==> src/hdl/sbb_fifo.sv <==
// Small register queue with combinational head read.
module sbb_fifo #(
  parameter int W     = 8,
  parameter int DEPTH = 4,
  localparam int PW   = $clog2(DEPTH),
  localparam int CW   = $clog2(DEPTH + 1)
) (
  input  logic          clk,
  input  logic          rst_n,
  input  logic          push,
  input  logic [W-1:0]  wdata,
  input  logic          pop,
  output logic [W-1:0]  rdata,
  output logic          full,
  output logic          empty,
  output logic [CW-1:0] count
);

  logic [W-1:0]  mem_r [DEPTH];
  logic [PW-1:0] wr_ptr_r, wr_ptr_nxt;
  logic [PW-1:0] rd_ptr_r, rd_ptr_nxt;
  logic [CW-1:0] count_r, count_nxt;

  always_comb begin
    wr_ptr_nxt = push ? wr_ptr_r + PW'(1) : wr_ptr_r;
    rd_ptr_nxt = pop ? rd_ptr_r + PW'(1) : rd_ptr_r;
    count_nxt  = count_r + CW'(push) - CW'(pop);
  end

  always_ff @(posedge clk) begin
    if (!rst_n) begin
      wr_ptr_r <= '0;
      rd_ptr_r <= '0;
      count_r  <= '0;
    end else begin
      wr_ptr_r <= wr_ptr_nxt;
      rd_ptr_r <= rd_ptr_nxt;
      count_r  <= count_nxt;
    end
  end

  always_ff @(posedge clk) begin
    if (push) begin
      mem_r[wr_ptr_r] <= wdata;
    end
  end

  assign rdata = mem_r[rd_ptr_r];
  assign full  = (count_r == CW'(DEPTH));
  assign empty = (count_r == '0);
  assign count = count_r;

endmodule

==> config.mk <==
export PLATFORM = sky130hd
export DESIGN_NAME = sbb_fifo
export DESIGN_NICKNAME = d
export VERILOG_FILES = /design/src/hdl/sbb_fifo.sv
export SDC_FILE = /design/constraint.sdc
export NUM_CORES = 1
export LEC_CHECK = 0
export BUFFER_PORTS_ARGS = -buffer_cell sky130_fd_sc_hd__buf_2
export CORE_ASPECT_RATIO = 1.75
export CORE_UTILIZATION = 40
export CTS_CLUSTER_SIZE = 28
export DETAILED_ROUTE_END_ITERATION = 8
export SYNTH_ARGS = -nofsm -noshare
export SYNTH_HDL_FRONTEND = slang
export SYNTH_SLANG_ARGS = --single-unit
==> constraint.sdc <==
create_clock -name clk -period 2 [get_ports clk]
set_clock_uncertainty 0.1 [all_clocks]
set_input_delay 0.2 -clock clk [delete_from_list [all_inputs] [get_ports clk]]
set_output_delay 0.2 -clock clk [all_outputs]
set_load 0.005 [all_outputs]
; ---- Yosys cells after proc, flatten, opt, wreduce, memory -nomap -nowiden
; Memory sizes are Yosys's and may differ from the RTL's. A register that Yosys moved wholly into a read port is not among the register bits.
; Index checks and enable logic that the tools add are counted.
[totals]
ff_bits = 7
ramBits = 32
wordCells = 14
memories = 1
[memory_table]
columns = memory, depth, width, read_ports, rd_ports_with_merged_regs, wr, line_no
row1 = mem_r, 4, 8, 1, 1, 1, 19  ; logic [W-1:0] mem_r [DEPTH];
[op_classes]
n_addsub = 4
eq_ne = 1
muxes = 4
n_reduce_logical = 1
[op_table]
columns = op, n
row1 = adder 2 x 1 -> 2 bit (second input constant), 2
row2 = two-way mux 2 bit, 2
row3 = adder 3 x 1 -> 3 bit, 1
row4 = equality test 3 bit (second input constant), 1
row5 = zero test 3 bit, 1
row6 = subtractor 3 x 1 -> 3 bit, 1
row7 = two-way mux 1 bit, 2

; ---- Longest topological paths before layout
; Gate-level depths: netlist of run 1.
[depth]
word_depth = 3
depth_mapped = 7

; ---- Least setup slack after synthesis of run 1
; OpenSTA, ideal clock, no wires.
[synth_path]
path_type = flip-flop to flip-flop
from = register count_r[0] (netlist: count[0])
to = register count_r[2] (netlist: count[2])
setup_ns = 0.117
arrival_time_ns = 1.602
t_required_ns = 1.783
path_slack_ns = 0.181
path_stages_with_launch = 8
synth_period_minus_slack_ns = 1.819
cell_sequence = dfxtp_1 > inv_1 > ha_1 > inv_1 > ha_1 > fa_1 > xor3_1 > nor2_1
[synth_between]
elab_chain_cells = 2
[synth_rtl]
columns = item, line_no
row1 = start: declaration, 22  ; logic [CW-1:0] count_r, count_nxt;
row2 = start signal: assignment, 38  ; count_r <= count_nxt;
row3 = adder 3 x 1 -> 3 bit, 27  ; count_nxt = count_r + CW'(push) - CW'(pop);
row4 = subtractor 3 x 1 -> 3 bit, 27
; No other way between the ends.
; A chain may end at the register's enable or synchronous reset.

; ---- Final worst setup path of run 1
; Ends and elaborated chain as after synthesis.

==> metrics, run 1 <==
share of layout cells above drive strength 1=35.3%; Syn Nets=104; multiplexer share of the synthesized area=11.9%; EDFF count, synth=32; Syn Area/Cell=18.8 um^2; post-DR wirelength/cell=14.5 um; vias per cell=4.82; pwr dens=1010 nW/um^2; Cell Chain, Critical Path=inv_1 > ha_1 > inv_1 > ha_1 > fa_1 > xor3_1 > nor2_1; synth top area cells=edfxtp_1 60%, dfxtp_1 11%, mux4_2 11%; Critical Path AT=1.96 ns; DP Wirelength=1730 um; drt total wl=2380 um; r2r worst-path depth=7; vias in the first global route=846; Initial Utilization=41.4%; crit path time final=1.89 ns; count leader, synth=edfxtp_1; CTS resizes=0; IO Port Bufs=24; Ant. Diodes=0; initial antenna violation count=0; DRT antenna net count=0; Core Region=3870 um^2; dpl cells=156; hold path startpoint=wdata[1]; Crit path max-delay family=adder cells; Clock Tree Buf Depth=2; Slowest cell on crit path=xor3_1; Most used DFF post-synth=edfxtp_1; kind of critical path=reg2reg; RePlAce Congestion=0.630; die area=4270 um^2; grt met3 use=4.43%; Netlist cell types=18; Area growth syn-to-layout=17.4%; dominant cell type by area after synthesis=edfxtp_1; status=finished, final reports clean; worst flop-to-flop path endpoint=count[2]$_SDFF_PN0_; unrepaired setup endpoints after global routing=false; CP startpoint kind=flip-flop; 1st-iter DRT viols=11; reg-to-reg setup timing slack=0.11 ns; Die Y=85.7 um; GR Util met2=24.6%; endpoints failing hold=0; post-route setup TNS=0 ns; number of fill cells=342; Most Crowded Layer GR=met2; Slew @ Worst Pin=0.431 ns; largest family of logic cells by synthesized area=multiplexers; Detailed Routing Iterations Pass 1=3; GRT overflow=0; CTS H-Tree Depth=2; drc violations=0; Site Rows=30; Max Cap Viol=0; crit path buf inv count=2; Synth Area in Simple Gates=4.69%; Seq cells post-synth=41; max incr delay on CP=0.37 ns; Post-synth ARST share=0%; Min Hold Slack=0.0308 ns; Post-Syn Instances=85; Yosys Warn Count=0; final slew viol count=0; Clock transition at path regs=0.07 ns; Reg area=1140 um^2; Tcrit/Tclk final=94.6%; worst hold-check path type=in2reg; required time of the critical path=2.07 ns; Total Power=1.90 mW; XOR/XNOR share of the synthesized area=2.58%; adder-cell share of the synthesized area=5.94%; final std cells w/o fill=164; WHS Path Cells=1; Worst slew margin=71.3%; worst vdd ir=772 uV; first-pass GRT wire length=3990 um; Synth top cells by count=32 x edfxtp_1, 9 x dfxtp_1, 8 x mux4_2; Finish-stage setup viols=0; Clock Latency Late Sink=0.28 ns; Critical Path Fanout Max=3; GRT Total Usage=13.2%; CP Capture Type=flip-flop; mapped cell area=1600 um^2; Sinks on Clock Net=41; Seq/Total Area, Yosys=71.3%; Critical R2R Launch=count[0]$_SDFF_PN0_; Die X=49.8 um; vias=790; Leak Pwr=0.709 nW; final-stage net count=134; I/O pin count=25; met1 Use GR=12.2%; top cell type's share of synthesized area=60.0%; Post-CTS Setup Inserts=0; CTS tree=done; Worst Hold End=mem_r[2][1]$_DFFE_PP_; multi-input logic area=417 um^2; largest net degree at the start of global routing=14; Fmax achieved=0.529 GHz; CTS buffer count=5; post-synthesis compound-gate area fraction=0.938%; root buffer cell=clkbuf_8; # hold bufs at CTS=0
[cells in the final DEF (no fill, tap or decap), types with 2 or more instances in the layout]
cell type	instances
edfxtp_1	32
buf_2	24
dfxtp_1	9
mux4_2	8
inv_1	7
and2_1	6
ha_1	6
nor2_1	5
clkbuf_8	5
xnor2_1	2
[power breakdown]
part           internal (mW)  total (mW)  switching (mW)
Sequential             0.979        1.02          0.0365
Clock                  0.370       0.621           0.251
Combinational          0.147       0.259           0.112
[through the flow]
step	setup WS, ns	area, um^2	util, %
2_1_floorplan	0.181	1600	-
3_3_place_gp	0.184	1770	45.8
3_5_place_dp	0.108	1770	45.8
4_1_cts	0.0873	1880	48.6
5_1_grt	0.0261	1880	48.6
6_report	0.109	1880	48.6
[kinds of logic after synthesis]
| logic type | count (synthesis) |
|---|---|
| AO/OA/AOI/OAI | 2 |
| XOR/XNOR | 3 |
| adder cells (fa/ha/maj) | 7 |
| buffers and inverters | 9 |
| flip-flops | 41 |
| multiplexers | 9 |
| AND/OR/NAND/NOR | 14 |
[layout make-up]
type / count / share of cell area, %
flip-flops and latches: 41 / 60.7
multi-input cells: 35 / 22.2
repair buffers: 25 / 6.79
clock buffers: 6 / 3.86
well taps: 48 / 3.20
clock inverters: 2 / 1.86
inverters: 7 / 1.40
[state kept, by name, indices dropped and copies added (netlist names), named ones only]
register  cells
mem_r        32
count         3
rd_ptr_r      2
wr_ptr_r      2
[worst max-delay path by stage]
stage / slack [ns] / cells past startpoint / endpoint / from
final: 0.11 / 7 / count[2]$_SDFF_PN0_ / count[0]$_SDFF_PN0_
after floorplan: 0.18 / 7 / count[2]$_SDFF_PN0_ / count[0]$_SDFF_PN0_
after CTS: 0.09 / 7 / count[2]$_SDFF_PN0_ / count[0]$_SDFF_PN0_
after global routing: 0.03 / 7 / count[2]$_SDFF_PN0_ / count[0]$_SDFF_PN0_
after global placement: 0.18 / 7 / count[2]$_SDFF_PN0_ / count[0]$_SDFF_PN0_
after detailed placement: 0.11 / 7 / count[2]$_SDFF_PN0_ / count[0]$_SDFF_PN0_
[metal layers]
metal	wire length (um)	part of all wire (%)
met2	1350	57
met4	56	2.4
met5	0	0
met3	131	5.5
met1	843	35
No activity file was read; power rests on OpenSTA's default activity.
==> inputs of run 2 (changes only) <==
Settings changed: CTS_BUF_LIST set to sky130_fd_sc_hd__clkbuf_16.
==> run 2 against run 1 <==
Die area unchanged; sequential power barely moved; sequential share of layout area fell by 1.8 points; total power increased by 13%; combinational power about the same; first-iteration DRC count grew to 2.5 times the previous value; via count is 0.13% lower; core utilization grew 1.5 points; global-route usage hardly changed; hold slack improved by 0.0084 ns; cell area is 3.0% higher; largest cell class unchanged.
==> metrics, run 2 (synthesis results as in run 1) <==
status=finished, final reports clean; commonest cells after routing, fill and taps aside=32 x edfxtp_1, 24 x buf_2, 9 x dfxtp_1, 8 x inv_1, 8 x mux4_2; vias in the first global route=849 (+0.35%); max incr delay on CP=0.37 ns (about the same); Tcrit/Tclk final=94.8% (+0.24 points); Worst slew margin=71.0% (-0.22 points); crit path time final=1.90 ns (+0.00485 ns); post-route core utilization=50.1% (+1.5 points); 1st-iter DRT viols=28 (+17); Post-CTS Setup Inserts=0 (unchanged); DRT antenna net count=0 (unchanged); drt total wl=2400 um (+1.0%); vias=789 (-0.13%); Site Rows=30 (unchanged); endpoints failing hold=0 (unchanged); Detailed Routing Iterations Pass 1=2 (-1); Finish-stage setup viols=0 (unchanged); GRT Total Usage=13.2% (-0.037 points); die area=4270 um^2 (unchanged); CP startpoint kind=flip-flop; Clock transition at path regs=0.06 ns (about the same); DP Wirelength=1730 um (unchanged); Fmax achieved=0.527 GHz (-0.26%); Most Crowded Layer GR=met2; required time of the critical path=2.06 ns (about the same); # hold bufs at CTS=0 (unchanged); CTS tree=done; Die X=49.8 um (unchanged); most common cell after layout, fill and taps aside=edfxtp_1; final slew viol count=0 (unchanged); first-pass GRT wire length=3950 um (-1.1%); Clock Latency Late Sink=0.27 ns (about the same); Slowest cell on crit path=xor3_1; Leak Pwr=0.739 nW (+4.2%); RePlAce Congestion=0.630 (unchanged); IO Port Bufs=24 (unchanged); vias per cell=4.81 (-0.13%); kind of critical path=reg2reg; drc violations=0 (unchanged); Slew @ Worst Pin=0.434 ns (+0.00327 ns); largest net degree at the start of global routing=14 (unchanged); post-DR wirelength/cell=14.7 um (+1.0%); CTS resizes=0 (unchanged); Die Y=85.7 um (unchanged); Core Region=3870 um^2 (unchanged); Ant. Diodes=0 (unchanged); pwr dens=1110 nW/um^2 (+9.6%); Most flops, register=mem_r; CP Capture Type=flip-flop; GRT overflow=0 (unchanged); multi-input logic area=417 um^2 (unchanged); GR Util met2=23.8% (-0.74 points); Sinks on Clock Net=41 (unchanged); CTS H-Tree Depth=2 (unchanged); worst vdd ir=876 uV (+13%); Critical Path AT=1.96 ns (about the same); Critical Path Fanout Max=3 (unchanged); I/O pin count=25 (unchanged); Clock Tree Buf Depth=2 (unchanged); root buffer cell=clkbuf_16; Max Cap Viol=0 (unchanged); Largest register FFs=32 (unchanged); number of fill cells=332 (-2.9%); Cell Chain, Critical Path=inv_1 > ha_1 > inv_1 > ha_1 > fa_1 > xor3_1 > nor2_1; Reg area=1140 um^2 (unchanged); Area growth syn-to-layout=21.0%; share of layout cells above drive strength 1=35.3% (unchanged); reg-to-reg setup timing slack=0.10 ns (about the same); final-stage net count=134 (unchanged); grt met3 use=4.79% (+0.35 points); CTS buffer count=5 (unchanged); Initial Utilization=41.4% (unchanged); initial antenna violation count=0 (unchanged); met1 Use GR=12.6% (+0.36 points); unrepaired setup endpoints after global routing=false; post-route setup TNS=0 ns (unchanged); worst hold-check path type=in2reg
-- run 2: cell types whose count changed in the layout (fill, tap and decap cells not counted), sizes merged --
cell | previous run | this run
inv | 7 | 8
clkbuf | 6 | 5
-- run 2: through the flow --
stage | hold slack, ns | instance area (um^2) | worst slack (ns) | instances | power, mW
floorplan | 0.199 | 1600 | 0.181 | 85 | 1.19
global placement | 0.311 | 1770 | 0.184 | 156 | 1.28
detailed placement | 0.318 | 1770 | 0.108 | 156 | 1.30
CTS | 0.0308 | 1940 | 0.0878 | 164 | 2.16
global route | 0.0329 | 1940 | 0.0383 | 164 | 2.22
finish | 0.0391 | 1940 | 0.104 | 164 | 2.14
-- run 2: worst paths after layout --
| kind | from | endpoint | cells after the start |
|---|---|---|---|
| setup / recovery | count[0]$_SDFF_PN0_ | count[2]$_SDFF_PN0_ | 7 |
| setup reg to reg | count[0]$_SDFF_PN0_ | count[2]$_SDFF_PN0_ | 7 |
| hold reg to reg | rd_ptr_r[0]$_SDFFE_PN0P_ | rd_ptr_r[1]$_SDFFE_PN0P_ | 2 |
| hold / removal | wdata[1] | mem_r[2][1]$_DFFE_PP_ | 1 |
-- run 2: layout make-up --
type                       instances  share of cell area [%]
sequential                        41                    59.0
multi-input combinational         35                    21.5
timing repair buffer              25                    6.59
clock buffer                       5                    6.46
tap                               48                    3.10
clock inverter                     3                    2.00
inverter                           7                    1.36
-- run 2: worst max-delay path: cells and delay by family, from the launching register on --
kind          cells  cell delay [ns]
xor+xnor          1             0.37
simple gates      1             0.04
buf+inv           2             0.11
fa+ha+maj         3             0.82
flops             1             0.34
-- run 2: power by group --
part / leakage [nW] / internal, mW / switching [mW]
sequential: 0.368 / 0.980 / 0.0371
clock: 0.0850 / 0.580 / 0.283
combinational: 0.286 / 0.147 / 0.112
-- run 2: per-layer routing --
metal | vias up | share of wire (%) | routed length [um]
li1 | 373 | - | -
met4 | 0 | 1.8 | 44
met3 | 4 | 6.3 | 152
met5 | - | 0 | 0
met1 | 388 | 36 | 854
met2 | 24 | 56 | 1350
