File: config.mk
export PLATFORM = sky130hd
export DESIGN_NAME = sbb_front
export DESIGN_NICKNAME = d
export VERILOG_FILES = /design/src/hdl/sbb_pkg.sv /design/src/hdl/sbb_front.sv
export SDC_FILE = /design/constraint.sdc
export NUM_CORES = 2
export LEC_CHECK = 0
export BUFFER_PORTS_ARGS = -buffer_cell sky130_fd_sc_hd__buf_2
export CORE_MARGIN = 4
export CORE_UTILIZATION = 55
export CTS_CLUSTER_DIAMETER = 120
export CTS_CLUSTER_SIZE = 30
export DETAILED_ROUTE_END_ITERATION = 10
export PLACE_DENSITY = 0.68
export SETUP_SLACK_MARGIN = 0.3
export SLEW_MARGIN = 20
export SYNTH_ARGS = -nofsm -noshare
export SYNTH_HDL_FRONTEND = slang
export SYNTH_SLANG_ARGS = --single-unit
File: constraint.sdc
create_clock -name clk -period 154.7 [get_ports clk]
set_input_delay 7.735 -clock clk [delete_from_list [all_inputs] [get_ports clk]]
set_output_delay 7.735 -clock clk [all_outputs]
set_load 0.005 [all_outputs]
File: src/hdl/sbb_pkg.sv
// Shared types and constants of the separable box blur core.
package sbb_pkg;

  localparam int RAD_W      = 5;
  localparam int OW_W       = 11;
  localparam int OH_W       = 14;
  localparam int AR_W       = 25;
  localparam int CH_W       = 16;
  localparam int NCH        = 4;
  localparam int HS_W       = 22;
  localparam int CS_W       = 28;
  localparam int POS_W      = 15;
  localparam int PROD_W     = CS_W + AR_W;
  localparam int RND_SHIFT  = 24;
  localparam int CFG_IDX_W  = 2;
  localparam int CFG_DATA_W = 25;

  localparam logic [RAD_W-1:0] RADIUS_RST     = 5'd4;
  localparam logic [OW_W-1:0]  OUT_WIDTH_RST  = 11'd64;
  localparam logic [OH_W-1:0]  OUT_HEIGHT_RST = 14'd64;
  localparam logic [AR_W-1:0]  AREA_RECIP_RST = 25'd207126;

  typedef enum logic [CFG_IDX_W-1:0] {
    CFG_RADIUS     = 2'd0,
    CFG_OUT_WIDTH  = 2'd1,
    CFG_OUT_HEIGHT = 2'd2,
    CFG_AREA_RECIP = 2'd3
  } cfg_idx_t;

  typedef logic [CH_W-1:0] chan_t;
  typedef logic [HS_W-1:0] hsum_t;
  typedef logic [CS_W-1:0] csum_t;

  typedef struct packed {
    logic [RAD_W-1:0] radius;
    logic [OW_W-1:0]  out_width;
    logic [OH_W-1:0]  out_height;
  } geom_t;

  typedef struct packed {
    logic wr;
    logic rd_line;
    logic rd_col;
    logic emit;
    logic eor;
    logic eof;
  } tag_t;

  localparam int TAG_W = $bits(tag_t);

  typedef struct packed {
    chan_t [NCH-1:0] ch;
    logic            eor;
    logic            eof;
  } result_t;

endpackage

File: src/hdl/sbb_front.sv
// Intake: raster position, horizontal running sums and item classification.
module sbb_front #(
  parameter int MAX_WIDTH  = 1024,
  parameter int MAX_RADIUS = 16,
  localparam int LINES = 2 * MAX_RADIUS + 1,
  localparam int XW    = $clog2(MAX_WIDTH),
  localparam int LW    = $clog2(LINES),
  localparam int LAW   = $clog2(LINES * MAX_WIDTH)
) (
  input  logic                                 clk,
  input  logic                                 rst_n,
  input  logic                                 restart,
  input  sbb_pkg::geom_t                       geom,
  input  logic                                 in_valid,
  output logic                                 in_ready,
  input  sbb_pkg::chan_t [sbb_pkg::NCH-1:0]    in_px,
  input  logic                                 q_full,
  output logic                                 q_push,
  output sbb_pkg::tag_t                        q_tag,
  output sbb_pkg::hsum_t [sbb_pkg::NCH-1:0]    q_hs,
  output logic [XW-1:0]                        q_x,
  output logic [LAW-1:0]                       q_laddr
);
  import sbb_pkg::*;

  logic [XW-1:0]    x_r, x_nxt;
  logic [POS_W-1:0] y_r, y_nxt;
  logic [LW-1:0]    line_r, line_nxt;
  logic [LAW-1:0]   base_r, base_nxt;
  hsum_t [NCH-1:0]  acc_r;
  chan_t [NCH-1:0]  sh_r [LINES];

  logic [RAD_W-1:0] r_eff;
  logic [POS_W-1:0] r1, r2, r3, r4, pw, pw_raw, ph, ow, xe, u1, v1;
  chan_t [NCH-1:0]  tap;
  hsum_t [NCH-1:0]  hs;
  logic             accept;

  always_comb begin
    if (int'(geom.radius) > MAX_RADIUS) begin
      r_eff = RAD_W'(MAX_RADIUS);
    end else begin
      r_eff = geom.radius;
    end
    r1     = POS_W'(r_eff);
    r2     = r1 << 1;
    r3     = r2 + r1;
    r4     = r1 << 2;
    pw_raw = POS_W'(geom.out_width) + r4;
    pw     = (pw_raw > POS_W'(MAX_WIDTH)) ? POS_W'(MAX_WIDTH) : pw_raw;
    if (pw == '0) begin
      pw = POS_W'(1);
    end
    ph = POS_W'(geom.out_height) + r4;
    if (ph == '0) begin
      ph = POS_W'(1);
    end
    ow = (pw > r4) ? pw - r4 : '0;
    xe = POS_W'(x_r);
    u1 = xe - r3 + POS_W'(1);
    v1 = y_r - r3 + POS_W'(1);
  end

  always_comb begin
    tap = sh_r[LW'(r2)];
    for (int c = 0; c < NCH; c++) begin
      hs[c] = ((x_r == '0) ? '0 : acc_r[c]) + HS_W'(in_px[c])
              - ((xe > r2) ? HS_W'(tap[c]) : '0);
    end
  end

  always_comb begin
    q_tag.wr      = (xe >= r2);
    q_tag.rd_line = (y_r > r2);
    q_tag.rd_col  = (y_r != '0);
    q_tag.emit    = (xe >= r3) && ((xe - r3) < ow) && (y_r >= r3) &&
                    ((y_r - r3) < POS_W'(geom.out_height));
    q_tag.eor     = (u1 == ow);
    q_tag.eof     = (u1 == ow) && (v1 == POS_W'(geom.out_height));
  end

  assign accept   = in_valid && !q_full;
  assign in_ready = !q_full;
  assign q_push   = accept;
  assign q_hs     = hs;
  assign q_x      = x_r;
  assign q_laddr  = base_r + LAW'(x_r);

  always_comb begin
    x_nxt    = x_r;
    y_nxt    = y_r;
    line_nxt = line_r;
    base_nxt = base_r;
    if (restart) begin
      x_nxt    = '0;
      y_nxt    = '0;
      line_nxt = '0;
      base_nxt = '0;
    end else if (accept) begin
      if (xe + POS_W'(1) >= pw) begin
        x_nxt = '0;
        if (y_r + POS_W'(1) >= ph) begin
          y_nxt    = '0;
          line_nxt = '0;
          base_nxt = '0;
        end else begin
          y_nxt = y_r + POS_W'(1);
          if (line_r == LW'(r2)) begin
            line_nxt = '0;
            base_nxt = '0;
          end else begin
            line_nxt = line_r + LW'(1);
            base_nxt = base_r + LAW'(MAX_WIDTH);
          end
        end
      end else begin
        x_nxt = x_r + XW'(1);
      end
    end
  end

  always_ff @(posedge clk) begin
    if (!rst_n) begin
      x_r    <= '0;
      y_r    <= '0;
      line_r <= '0;
      base_r <= '0;
    end else begin
      x_r    <= x_nxt;
      y_r    <= y_nxt;
      line_r <= line_nxt;
      base_r <= base_nxt;
    end
  end

  always_ff @(posedge clk) begin
    if (accept) begin
      acc_r    <= hs;
      sh_r[0]  <= in_px;
      for (int i = 1; i < LINES; i++) begin
        sh_r[i] <= sh_r[i-1];
      end
    end
  end

endmodule

* Word level (Yosys, flattened, before mapping)
Memory sizes are Yosys's and may differ from the RTL's.
Cells that the tools add are included.
** Operators by class
- Reduce and logical (&&, ||, !) cells :: 12
- Eq/ne operators :: 3
- Add/sub/neg operators :: 22
- Multiplexer cells :: 21
- Magnitude comparators :: 12
- Bitwise operators :: 1
** Operator list (count)
- $mux W16 :: 6
- $add A22 B16 Y22 :: 4
- $mux W22 :: 4
- $sub A22 B16 Y22 :: 4
- $mux W15 :: 4
- $add A15 B1 Y15 const B :: 3
- $logic_not A15 Y1 :: 2
- $sub A15 B7 Y15 :: 2
- $add A16 B10 Y16 :: 1
- $add A16 B11 Y16 const B :: 1
- $add A14 B7 Y15 :: 1
- $eq A15 B14 Y1 :: 1
- $eq A15 B15 Y1 :: 1
- $ge A11 B15 Y1 :: 1
- $ge A15 B15 Y1 :: 1
- $ge A15 B7 Y1 :: 1
- $gt A15 B6 Y1 :: 1
- $gt A15 B7 Y1 :: 1
- $lt A15 B14 Y1 :: 1
- $lt A15 B15 Y1 :: 1
- $reduce_bool A15 Y1 :: 1
- $add A11 B7 Y12 :: 1
- $gt A12 B11 Y1 const B :: 1
- $mux W12 :: 1
- other kinds (20) :: 26
** Storage, ports and cells
- Register bits after elaboration :: 135
- Output and inout bits :: 122
- RAM bits :: 2112
- Logic and storage cells :: 80
- Memories kept :: 1
- Input bits :: 99
** Memory list
- sh_r :: depth 33, bits a word 64, read ports 33, clocked after memory_dff 0, wr ports 33, RTL line sbb_front.sv:31 : chan_t [NCH-1:0] sh_r [LINES];

* Depth between registers and ports, before layout
- Depth after elaboration :: 13
- Mapped depth :: 36
- Depth with buffers taken out :: 32

* Least setup slack after synthesis
OpenSTA, ideal clock, no wires.
- Kind :: input to output
- Start :: input port q_full
- End :: output port q_push
- Required time :: 146.965 ns
- Arrival :: 67.265 ns
- Stages on the path :: 4
- Path slack :: 79.700 ns
- Path through :: inv_1 nand2_1 inv_1 clkbuf_1
** Between the ends
- Longest elaborated chain between the ends :: 2
** Ends and longest elaborated chain
- start, declared :: RTL line sbb_front.sv:17 : input logic q_full,
- $logic_not A1 Y1 :: RTL line sbb_front.sv:82 : assign accept = in_valid && !q_full;
- $logic_and A1 B1 Y1 :: RTL line sbb_front.sv:82
- end, declared :: RTL line sbb_front.sv:18 : output logic q_push,
No other way between the ends.

==> impl_metrics.ini <==
[power_and_ir_drop]
share_of_total_power_in_combinational_logic_pct = 10.1
netSwitchingFraction_pct = 22.6
total_power_mw = 1.09
powerDensity_mw_per_mm2 = 11.7
internal-power_mw = 0.844
max_rail_drop_vdd_mv = 0.0109
sequential_power_share_pct = 64.5
power.leakage_nw = 31.6
net_switching_component_of_the_power_mw = 0.246
clkPwrFrac_pct = 25.4

[die]
chipHeight_um = 406
die_width_um = 406
rows = 145
fp.dieArea_mm2 = 0.165
ios = 221
initial_core_util_pct = 55.6
core_region_area_mm2 = 0.157

[timing]
rsz0062_at_grt = no
final.min_clock_period_ns = 23.33
report.final.setup_viol = 0
max_freq_mhz = 42.9
slew_violations = 0
max_slew.worst_pin.slew_ns = 1.17
relSlewSlack_pct = 22.0
min_period_over_period_pct = 15.1
fin_tns_setup_ns = 0
hold_ws_ns = 0.400
fin_worst_skew_ns = 0.0441
final_hold_viol_count = 0

[route]
drtAntennaViolNets = 0
finalWirelength_um = 156000
drt-initial-drc-count = 4208
detail_route.vias_per_cell = 5.86
wl_per_cell_um = 22.7
drt_first_pass_iters = 6
num_vias = 40400
detail_route.drc_violations = 0

[hold_path]
hold_depth = 0
hold_path_end = sh_r[8][28]$_DFFE_PP_
hold_class = reg -> reg
hold_path.startpoint = sh_r[7][28]$_DFFE_PP_

[cells_and_area]
flow.area_growth_from_synthesis_pct = 6.85
filler_cell_count = 11300
final_core_utilization_pct = 59.4
final_non_filler_cell_area_mm2 = 0.0932
fin_nets = 5170
layout_cell_share_with_drive_strength_beyond_1_pct = 14.7

[global_route]
use_met3_pct = 2.56
grt_util_met1_pct = 29.9
grt_max_degree = 206
grt_antenna_before_repair = 11
gr-total-overflow = 0
wire_length_of_the_first_global_routing_pass_um = 237000
gr-max-usage-layer = met1
groute.layer.met2.usage_pct = 27.7
grt_pass1_vias = 39000
globalRouteTotalUtil_pct = 18.7

[status]
outcome = finished, final reports clean

[logic_synthesis]
avgSynthCellArea_um2 = 19.0
synth-seq-area-share_pct = 76.6
synthTopCellsByCount = sky130_fd_sc_hd__edfxtp_1, sky130_fd_sc_hd__mux4_2, sky130_fd_sc_hd__nand2_1, sky130_fd_sc_hd__inv_1, sky130_fd_sc_hd__ha_1
leading_cell_type_by_number_of_instances_after_synthesis = sky130_fd_sc_hd__edfxtp_1
postSynthRegisterBits = 2237
synth-async-reset-ratio_pct = 0
synthCells = 4598
number_of_flops_mapped_to_enable_cells_by_yosys = 2200
ys.flop_type = sky130_fd_sc_hd__edfxtp_1
top_area_cells_in_the_synthesized_netlist = sky130_fd_sc_hd__edfxtp_1, sky130_fd_sc_hd__mux4_2, sky130_fd_sc_hd__ha_1
post_synth_instance_area_mm2 = 0.0872
post-synth-top-area-fraction_pct = 75.7
yosys.cell_types.count = 77
yosys_warnings = 0
synth_top_area_cell = sky130_fd_sc_hd__edfxtp_1

[setup_path]
cp.required_ns = 146.96
critical_path_cell_with_the_highest_stage_delay = sky130_fd_sc_hd__buf_4
slowest_delay_ns = 0.82
cp_cell_sequence = buf_6 -> nor2b_4 -> buf_4 -> buf_4 -> buf_4 -> mux4_2 -> mux4_2 -> nand2_1 -> a21oi_1 -> fa_1 -> inv_1 -> ha_1 -> a21o_1 -> a21o_1 -> a211oi_1 -> o31ai_1 -> o41a_1 -> a41oi_1 -> a21o_1 -> o21ai_1 -> a21o_1 -> a21oi_1 -> xnor2_1 -> buf_2
criticalPathCategory = in -> out
r2r_start = q_x[7]$_SDFFE_PP0P_
critPathMostFrequentCell = sky130_fd_sc_hd__a21o_1
ff2ff_path_depth = 19
worstReg2RegEnd = acc_r[87]$_DFFE_PP_
reg_to_reg_setup_timing_slack_ns = 148.01
worstSetupEndpointType = output port
critical_path_source_type = input pin
worstPathMaxFanout = 43
cp_data_arrival_time_ns = 15.59

[clock_tree]
clkSlewWorstSetupHoldPaths_ns = 0.11
cts_tree = yes
hold_buffers = 0
post_cts_repair_resize_count = 0
post_cts_buffers = 0
ctsLongestPathBuffers = 3
cts-htree-levels = 3
root_buffer_master = sky130_fd_sc_hd__clkbuf_16
numClockSinks = 2237
cts_inserted_buffers = 86
clk_latency_ns = 0.72

[placed_design]
port_buffers = 220
gp_congestion = 0.872
placed_area_mm2 = 0.0908
place_hpwl_um = 95000

[run]
cap_violations = 0
layout by cell type (no fill, tap or decap), types with 7 or more instances in the layout:
master / netlist / layout
sky130_fd_sc_hd__o21ai_1: 11 / 11
sky130_fd_sc_hd__xnor2_1: 114 / 114
sky130_fd_sc_hd__clkbuf_1: 110 / 18
sky130_fd_sc_hd__mux2i_1: 8 / 8
sky130_fd_sc_hd__fa_1: 68 / 68
sky130_fd_sc_hd__edfxtp_1: 2200 / 2200
sky130_fd_sc_hd__nand2_1: 311 / 310
sky130_fd_sc_hd__nor2_1: 115 / 115
sky130_fd_sc_hd__o21a_1: 29 / 29
sky130_fd_sc_hd__buf_4: 5 / 40
sky130_fd_sc_hd__o31ai_1: 9 / 9
sky130_fd_sc_hd__nor4_1: 17 / 17
sky130_fd_sc_hd__o2111ai_1: 7 / 7
sky130_fd_sc_hd__a211oi_1: 7 / 7
sky130_fd_sc_hd__o211ai_1: 11 / 11
sky130_fd_sc_hd__or3_1: 21 / 21
sky130_fd_sc_hd__a41oi_1: 7 / 7
sky130_fd_sc_hd__inv_1: 288 / 286
sky130_fd_sc_hd__a21oi_1: 175 / 175
sky130_fd_sc_hd__nor2b_1: 34 / 32
sky130_fd_sc_hd__o21ai_0: 63 / 63
sky130_fd_sc_hd__buf_2: 4 / 217
sky130_fd_sc_hd__nand2b_1: 33 / 33
sky130_fd_sc_hd__and3_1: 20 / 20
sky130_fd_sc_hd__clkbuf_16: 0 / 87
sky130_fd_sc_hd__or2_2: 9 / 9
sky130_fd_sc_hd__xor2_1: 52 / 52
sky130_fd_sc_hd__dfxtp_1: 37 / 37
sky130_fd_sc_hd__a21boi_0: 10 / 10
sky130_fd_sc_hd__nand4_1: 15 / 15
sky130_fd_sc_hd__a21o_1: 49 / 49
sky130_fd_sc_hd__a31oi_1: 13 / 13
sky130_fd_sc_hd__ha_1: 196 / 196
sky130_fd_sc_hd__mux4_2: 319 / 319
sky130_fd_sc_hd__nor3_1: 38 / 38
sky130_fd_sc_hd__and2_1: 7 / 7
sky130_fd_sc_hd__nand3_1: 59 / 58
layout make-up:
type	count	area (um2)	area share, %
clock inverters	9	138	0.148
inverters	291	1100	1.19
repair buffers	267	1540	1.65
diodes	2	5.00	0.00537
multi-input cells	1924	18800	20.2
flip-flops and latches	2237	66800	71.7
well taps	2058	2570	2.76
clock buffers	105	2240	2.41
cell families after synthesis:
kind of cell,Yosys count,share of synthesized area (%)
XOR/XNOR,166,1.67
multiplexers,329,8.35
flip-flops,2237,76.6
AND/OR/NAND/NOR,714,3.85
buffers and inverters,438,1.91
AO/OA/AOI/OAI,449,3.27
other,1,0.00430
adder cells (fa/ha/maj),264,4.37
through the flow:
step	instances	setup WS [ns]
2_1_floorplan	4599	79.70
3_3_place_gp	6777	131.20
3_5_place_dp	6777	131.25
4_1_cts	6891	131.18
5_1_grt	6891	130.53
6_report	6893	131.37
per-layer routing:
| layer | part of all wire (%) | vias up |
|---|---|---|
| met5 | 0.024 | - |
| li1 | - | 18100 |
| met4 | 2.1 | 6 |
| met3 | 5.4 | 160 |
| met1 | 48 | 21000 |
| met2 | 45 | 1019 |
sequential cells by signal, indices dropped and copies added, names as in the netlist:
register,cells
sh_r,2112
q_x,10
line_r,6
y_r,15
acc_r,88
base_r,6
worst max path at each step:
stage,from,endpoint,slack [ns],cells past startpoint
after floorplan,q_full,q_push,79.70,4
after global placement,geom[29],q_hs[43],131.20,24
after detailed placement,geom[29],q_hs[20],131.25,26
after CTS,geom[29],q_hs[43],131.18,24
after global routing,geom[29],q_hs[20],130.53,26
final,geom[29],q_hs[43],131.37,24
critical path, delay by kind of cell:
family	cells	cell delay, ns
compound gates	11	2.34
fa+ha+maj	2	0.86
buf+inv	6	2.70
simple gates	2	0.50
mux	2	1.07
xor+xnor	1	0.28
power groups by stage:
stage	Sequential [mW]	Clock (mW)	Combinational [mW]
CTS	0.703	0.288	0.112
detailed placement	0.717	0	0.111
finish	0.703	0.276	0.110
global route	0.706	0.309	0.122
floorplan	0.786	0	0.0746
global placement	0.716	0	0.109
Power figures use the tool's default switching activity.
